$ cat src/rtl/core/mrms_pkg.sv
// ----------------------------------------------------------------------------
// mrms_pkg
// Constants and controller/datapath command types for the modular range
// multiply sum block.
// ----------------------------------------------------------------------------
package mrms_pkg;

  // Prime modulus and Barrett constant floor(2^60 / prime).
  localparam logic [29:0] PRIME     = 30'd1000000007;
  localparam logic [30:0] BARRETT_MU = 31'd1152921496;

  localparam int DEF_MAX_LEAVES = 1024;
  localparam logic [10:0] LIU_RESET = 11'd1024;

  // Commands from the controller to the datapath.
  typedef struct packed {
    logic load_item;
    logic build_step;
    logic rd_en;
    logic mul_en;
    logic bar1_en;
    logic bar2_en;
    logic sub_en;
    logic upd_en;
    logic upd2_en;
    logic out_load;
  } mrms_cmd_t;

  // Status from the datapath to the controller.
  typedef struct packed {
    logic is_build;
    logic range_empty;
    logic build_last;
    logic leaf_last;
    logic out_busy;
  } mrms_stat_t;

endpackage

$ cat src/rtl/core/mrms_ctrl.sv
// ----------------------------------------------------------------------------
// mrms_ctrl
// Controller: sequences builds and the per-leaf multiply steps.
// ----------------------------------------------------------------------------
module mrms_ctrl import mrms_pkg::*; (
  input  logic       clk,
  input  logic       rst,
  input  logic       in_valid,
  output logic       in_stall,
  input  mrms_stat_t stat,
  output mrms_cmd_t  cmd
);

  localparam logic [3:0] S_IDLE  = 4'd0;
  localparam logic [3:0] S_CHK   = 4'd1;
  localparam logic [3:0] S_BUILD = 4'd2;
  localparam logic [3:0] S_RD    = 4'd3;
  localparam logic [3:0] S_MUL   = 4'd4;
  localparam logic [3:0] S_BAR1  = 4'd5;
  localparam logic [3:0] S_BAR2  = 4'd6;
  localparam logic [3:0] S_SUB1  = 4'd7;
  localparam logic [3:0] S_SUB2  = 4'd8;
  localparam logic [3:0] S_UPD   = 4'd9;
  localparam logic [3:0] S_UPD2  = 4'd10;
  localparam logic [3:0] S_FIN   = 4'd11;

  logic [3:0] state;
  logic [3:0] state_next;

  always_ff @(posedge clk) begin
    if (rst) begin
      state <= S_IDLE;
    end else begin
      state <= state_next;
    end
  end

  assign in_stall = (state != S_IDLE);

  // Next state and commands.
  always_comb begin
    state_next = state;
    cmd        = '0;
    unique case (state)
      S_IDLE: begin
        if (in_valid) begin
          cmd.load_item = 1'b1;
          state_next    = S_CHK;
        end
      end
      S_CHK: begin
        if (stat.is_build) begin
          state_next = S_BUILD;
        end else if (stat.range_empty) begin
          state_next = S_FIN;
        end else begin
          state_next = S_RD;
        end
      end
      S_BUILD: begin
        cmd.build_step = 1'b1;
        if (stat.build_last) begin
          state_next = S_FIN;
        end
      end
      S_RD: begin
        cmd.rd_en  = 1'b1;
        state_next = S_MUL;
      end
      S_MUL: begin
        cmd.mul_en = 1'b1;
        state_next = S_BAR1;
      end
      S_BAR1: begin
        cmd.bar1_en = 1'b1;
        state_next  = S_BAR2;
      end
      S_BAR2: begin
        cmd.bar2_en = 1'b1;
        state_next  = S_SUB1;
      end
      S_SUB1: begin
        cmd.sub_en = 1'b1;
        state_next = S_SUB2;
      end
      S_SUB2: begin
        cmd.sub_en = 1'b1;
        state_next = S_UPD;
      end
      S_UPD: begin
        cmd.upd_en = 1'b1;
        state_next = S_UPD2;
      end
      S_UPD2: begin
        cmd.upd2_en = 1'b1;
        state_next  = stat.leaf_last ? S_FIN : S_RD;
      end
      S_FIN: begin
        if (!stat.out_busy) begin
          cmd.out_load = 1'b1;
          state_next   = S_IDLE;
        end
      end
      default: begin
        state_next = S_IDLE;
      end
    endcase
  end

endmodule

$ cat config.mk
export PLATFORM = sky130hd
export DESIGN_NAME = mrms_ctrl
export DESIGN_NICKNAME = d
export VERILOG_FILES = /design/src/rtl/core/mrms_pkg.sv /design/src/rtl/core/mrms_ctrl.sv
export SDC_FILE = /design/constraint.sdc
export NUM_CORES = 1
export LEC_CHECK = 0
export ABC_CLOCK_PERIOD_IN_PS = 1400
export BUFFER_PORTS_ARGS = -buffer_cell sky130_fd_sc_hd__buf_2
export CORE_AREA = 8 8 45 47
export CTS_CLUSTER_SIZE = 12
export DETAILED_ROUTE_END_ITERATION = 7
export DIE_AREA = 0 0 53 55
export GPL_ROUTABILITY_DRIVEN = 1
export PLACE_DENSITY_LB_ADDON = 0.3
export RECOVER_POWER = 100
export SETUP_SLACK_MARGIN = 0.2
export SLEW_MARGIN = 10
export SYNTH_ARGS = -nofsm -noshare
export SYNTH_HDL_FRONTEND = slang
export SYNTH_SLANG_ARGS = --single-unit
$ cat constraint.sdc
create_clock -name clk -period 1.4 [get_ports clk]
set_input_delay 0.28 -clock clk [delete_from_list [all_inputs] [get_ports clk]]
set_output_delay 0.28 -clock clk [all_outputs]
set_load 0.01 [all_outputs]
==> out/metrics.csv, run 1 <==
metric,value,unit
initial antenna violation count,0,
fill cell count,136,
post-route antenna net violation count,0,
Post-DP HPWL,840,um
Synth cell types,26,
largest net degree at the start of global routing,13,
die footprint,2920,um^2
Max-Slew Margin vs Limit,82.9,%
Yosys warning count,0,
DRT Wirelength,1390,um
worst-skew pair later-pin latency,0.23,ns
Syn Nets,62,
WL met1,538,um
Tmin final,1.59,ns
Initial Utilization,27.8,%
top sig layer,met3,
setup TNS,-1.38,ns
H-tree depth,1,
Worst EP required,1.12,ns
count of port buffers added during placement,18,
ANT cells,0,
register-to-register setup slack,-0.15,ns
hold crit path type,in -> reg,
Pleak,0.369,nW
hold_buf cts,0,
fin nets,97,
Slew @ Worst Pin,0.256,ns
WP data arrival,1.31,ns
f_max,628,MHz
I/O pin count,19,
status,finished with violations,
post-place setup slack,0.0211,ns
Netlist Area Pre-Place,385,um^2
Tot GR Track Use,9.61,%
die height,55,um
fin. max-slew vios,0,
GPL Wtd Cong,0.815,
number of hold violations in the final report,0,
Overflow after GRT,0,
Core Region,1380,um^2
Top Registers,state (4),
CP Launch Type,flip-flop,
vias in the first global route,484,
unrepaired setup endpoints after global routing,yes,
num rows,14,
"Seq/Total Area, Yosys",20.8,%
Post-Synthesis Cells,54,
Crit Path Class,reg -> out,
Final period util,114,%
hold_ws,0.265,ns
Yosys reg bits,4,
P&R area growth vs syn,107,%
DRC Markers,0,
Layout Utilization,57.8,%
Crit. End Element,primary output,
DR iter-0 viols,2,
Worst-path clk slew,0.04,ns
share of cells above drive strength 1,78.2,%
Max-Cap Viols,0,
syn avg cell area,7.14,um^2
clock buffer depth,2,
# setup viols final,14,
via count,510,
clock tree sinks,4,
PwrDens,2140,nW/um^2
first-pass GRT wire length,2090,um
worst-path fanout max,3,
worst vdd ir,0.940,mV
Reg with most FFs,state,
met3 WL,82,um
number of buffers created by CTS,3,
CTS tree,built,
max reg flops,4,
Die W,53,um
met2 WL post-DR,770,um
Vias/cell,4.95,
Clock Tree Root,clkbuf_4,
failing checks,setup timing,
DRT Pass-1 Iters,4,
PnR worst setup slack,-0.192,ns
Routed WL per cell,13.5,um
Clock Skew,0.00217,ns
## what timing repair did
item / CTS / global route
buffers inserted: 8 / 3
setup endpoints to repair: 14 / 14
pin swaps: 11 / 9
gates resized for setup: 25 / 15
## synth_stat cells, drive strengths merged
library cell / count / area, um^2
o22ai: 1 / 6.26
inv: 2 / 7.51
o21ai: 1 / 5.00
nand2b: 4 / 27.5
buf: 3 / 17.5
nor3: 7 / 35.0
xor2: 2 / 17.5
dfxtp: 4 / 80.1
nor3b: 1 / 7.51
nor4: 1 / 6.26
a21oi: 6 / 33.8
nor2: 6 / 25.0
or2b: 1 / 7.51
and2b: 1 / 8.76
a31oi: 2 / 12.5
or2: 1 / 6.26
clkbuf: 1 / 13.8
nor4b: 1 / 15.0
nand2: 5 / 18.8
nand3: 2 / 10.0
o211ai: 1 / 12.5
or4: 1 / 11.3
## worst max-delay path: stages (launching register included)
cell and delay [ns]:
dfxtp_2 0.31, or4_4 0.57, nor2_4 0.10, buf_6 0.10
## layer usage
layer | up-vias | GRT usage [%]
met5 | - | 0
met4 | 0 | 3.88
met3 | 0 | 2.94
met2 | 12 | 19.3
met1 | 243 | 8.64
li1 | 255 | -
## kinds of logic after synthesis
| logic type | count (synthesis) | synth area share, % |
|---|---|---|
| buffers and inverters | 6 | 10.1 |
| AOI/OAI and AO/OA | 11 | 18.2 |
| and+or+nand+nor | 31 | 46.4 |
| xor gates and xnor gates | 2 | 4.55 |
| DFF | 4 | 20.8 |
## power breakdown
group	leakage, nW	internal, mW	switching [mW]
sequential	0.0347	0.172	0.0722
clock	0.0138	0.0954	0.0405
combinational	0.320	0.698	0.633
total	0.369	0.966	0.746
## final timing paths
| check | startpoint | to | cells after the start |
|---|---|---|---|
| setup / recovery | state[2] | cmd[9] | 3 |
| hold / removal | rst | state[0] | 2 |
| setup reg to reg | state[2] | state[0] | 7 |
| hold reg to reg | state[3] | state[2] | 1 |
## stage by stage
stage / power, mW / std cells / area (um^2)
after floorplan: 0.775 / 54 / 404
after global placement: 0.971 / 89 / 520
after detailed placement: 0.983 / 89 / 520
after CTS: 1.50 / 100 / 707
after global routing: 1.82 / 103 / 800
final: 1.71 / 103 / 800
## placed cells by master (no fill, tap or decap), drive strengths merged, types with 2 or more instances in the layout
cell type / instances
nor3: 7
a31oi: 2
clkbuf: 3
a21oi: 6
dfxtp: 4
nor2: 6
buf: 34
nand2: 5
nand2b: 4
nand3: 2
inv: 2
xor2: 2
## layout make-up
type	count	area (um^2)	area share [%]
timing repair buffer	34	249	31.1
sequential	4	87.6	11.0
tap	16	20.0	2.50
inverter	2	7.51	0.939
multi-input combinational	44	413	51.6
clock buffer	3	22.5	2.82
Power figures use the tool's default switching activity.
==> run 2, diff against run 1 <==
--- a/config.mk
+++ b/config.mk
@@ -7,9 +7,9 @@
 export LEC_CHECK = 0
 export ABC_CLOCK_PERIOD_IN_PS = 1400
-export BUFFER_PORTS_ARGS = -buffer_cell sky130_fd_sc_hd__buf_2
 export CORE_AREA = 8 8 45 47
 export CTS_CLUSTER_SIZE = 12
 export DETAILED_ROUTE_END_ITERATION = 7
 export DIE_AREA = 0 0 53 55
+export DONT_BUFFER_PORTS = 1
 export GPL_ROUTABILITY_DRIVEN = 1
 export PLACE_DENSITY_LB_ADDON = 0.3
==> constraint.sdc (replaced) <==
create_clock -name clk -period 1.4 [get_ports clk]
set_input_delay 0.21 -clock clk [delete_from_list [all_inputs] [get_ports clk]]
set_output_delay 0.21 -clock clk [all_outputs]
set_load 0.01 [all_outputs]
==> run 2 against run 1 <==
  * The flow still finishes with violations (setup timing)
  * Cell area shrank 21%
  * Largest power group unchanged
  * Worst hold slack lost 0.24 ns
  * Sequential cell count is the same
  * First-iteration DRC count grew to 2.5 times the previous value
  * Non-clock buffer count shrank 17
  * Sequential share of layout area grew 3.3 points
  * Register-to-register slack gained 0.22 ns
  * Setup slack gained 0.12 ns
  * Sequential power grew 3%
  * Critical path type unchanged
==> out/metrics.csv, run 2 (synthesis gave the netlist of run 1 again) <==
metric,value,unit,change
Tmin final,1.48,ns,-0.115 ns
Logic pwr share,71.3,%,-6.5 points
CP startpoint,state[0],,
Final period util,105,%,-8.2 points
HP Start,rst,,
via count,440,,-14%
die footprint,2920,um^2,unchanged
fill cell count,138,,+1.5%
I/O pin count,19,,unchanged
FF-to-FF End,state[0],,
area occupied by multi-input gates,343,um^2,-17%
fin nets,80,,-18%
"commonest non-fill, non-tap cell in the layout",buf_4,,
count of port buffers added during placement,0,,-18
vias in the first global route,459,,-5.2%
Clock Skew,0.00715,ns,+0.00498 ns
power share of the clock group,10.5,%,+2.6 points
Core Region,1380,um^2,unchanged
end of the worst hold path,state[3],,
switching share of power,43.0,%,-0.60 points
Crit Path Class,reg -> out,,
Overflow after GRT,0,,unchanged
num rows,14,,unchanged
share of cells above drive strength 1,61.4,%,-17 points
number of buffers created by CTS,3,,unchanged
Max-Cap Viols,0,,unchanged
setup TNS,-0.143,ns,+1.24 ns
Initial Utilization,27.8,%,unchanged
Worst R2R Start,state[0],,
first-pass GRT wire length,1960,um,-6.3%
worst-skew pair later-pin latency,0.24,ns,about the same
PwrDens,2190,nW/um^2,+2.4%
DRT Pass-1 Iters,4,,unchanged
NetSw,0.597,mW,-20%
Tot GR Track Use,8.97,%,-0.64 points
ANT cells,0,,unchanged
failing checks,setup timing,,
Worst-path clk slew,0.04,ns,about the same
CTS tree,built,,
DRC Markers,0,,unchanged
f_max,677,MHz,+7.8%
worst vdd ir,0.856,mV,-9.0%
Worst EP required,1.19,ns,+0.07 ns
FF+latch area,90.1,um^2,+2.9%
Routed WL per cell,14.1,um,+4.1%
clock buffer depth,2,,unchanged
GPL Wtd Cong,0.850,,+4.4%
number of hold violations in the final report,0,,unchanged
R2R cell count,5,,-2
Pleak,0.249,nW,-32%
DRT Wirelength,1210,um,-13%
# setup viols final,2,,-12
register-to-register setup slack,0.07,ns,+0.22 ns
worst-path fanout max,3,,unchanged
Post-DP HPWL,859,um,+2.2%
P&R area growth vs syn,64.3,%,
initial antenna violation count,0,,unchanged
internal cell power,0.792,mW,-18%
total power,1.39,mW,-19%
post-route antenna net violation count,0,,unchanged
Slew @ Worst Pin,0.257,ns,+0.000641 ns
unrepaired setup endpoints after global routing,yes,,
Die W,53,um,unchanged
Vias/cell,5.12,,+3.3%
"commonest cells after routing, fill and taps aside","buf_4, a21oi_1, buf_6",,
CP Launch Type,flip-flop,,
cell depth of the worst hold path,1,,-1
hold crit path type,in -> reg,,
H-tree depth,1,,unchanged
largest net degree at the start of global routing,14,,+1
clock tree sinks,4,,unchanged
Flop pwr share,18.2,%,+3.9 points
Reg with most FFs,state,,
hold_buf cts,0,,unchanged
DR iter-0 viols,5,,+3
die height,55,um,unchanged
Max-Slew Margin vs Limit,82.8,%,-0.14 points
max reg flops,4,,unchanged
status,finished with violations,,
fin. max-slew vios,0,,unchanged
Clock Tree Root,clkbuf_4,,
Crit. End Element,primary output,,
WP data arrival,1.27,ns,-0.04 ns
Top Registers,state (4),,
PnR worst setup slack,-0.0764,ns,+0.115 ns
run 2: changes by cell type in the layout (fill, tap and decap cells not counted), moves of 2 or more:
cell and delta:
a21oi_1 +2, buf_2 -16, buf_6 -2, nand2b_4 -2, nand3_1 +2, nand3_2 -2, nor2_2 +3, nor2_4 -3
run 2: per-layer routing:
| layer | up-vias | routed length, um | track usage, % |
|---|---|---|---|
| li1 | 224 | - | - |
| met5 | - | 0 | 0 |
| met1 | 201 | 448 | 8.52 |
| met2 | 15 | 603 | 14.6 |
| met4 | 0 | 0 | 3.45 |
| met3 | 0 | 157 | 6.68 |
run 2: how the worst max path moves through the flow:
stage,end,slack (ns),cells past startpoint
floorplan,state[3],0.13,5
global placement,state[0],0.05,5
detailed placement,state[3],0.05,5
CTS,in_stall,-0.08,2
global route,cmd[9],-0.11,2
finish,in_stall,-0.08,2
run 2: what timing repair did:
action | 4_1_cts | 5_1_grt
pin swaps | 6 | 3
setup buffers | 4 | 1
gates cloned | 0 | 0
gates resized for setup | 29 | 7
endpoints found under the setup margin | 14 | 14
run 2: cell type report:
cell class                 instances  area share [%]
timing repair buffer              17            23.7
multi-input combinational         44            54.2
clock buffer                       3            3.56
inverter                           2            1.19
sequential                         4            14.2
tap                               16            3.16
run 2: critical path: stages, from the launching register on:
cell and delay, ns:
dfxtp_2 0.31, or4_4 0.55, buf_4 0.16
run 2: power groups by stage:
stage	registers, mW	clock network [mW]	logic, mW
global route	0.263	0.167	1.07
global placement	0.235	0	0.717
CTS	0.247	0.152	0.984
floorplan	0.197	0	0.547
detailed placement	0.234	0	0.720
finish	0.253	0.146	0.990
run 2: stage by stage:
stage | hold slack [ns] | area (um^2) | worst slack, ns | instances | utilization, %
floorplan | 0.272 | 387 | 0.127 | 54 | -
global placement | 0.278 | 465 | 0.0490 | 78 | 33.6
detailed placement | 0.278 | 465 | 0.0521 | 78 | 33.6
CTS | 0.0168 | 628 | -0.0795 | 85 | 45.4
global route | 0.0126 | 633 | -0.109 | 86 | 45.8
finish | 0.0250 | 633 | -0.0764 | 86 | 45.8
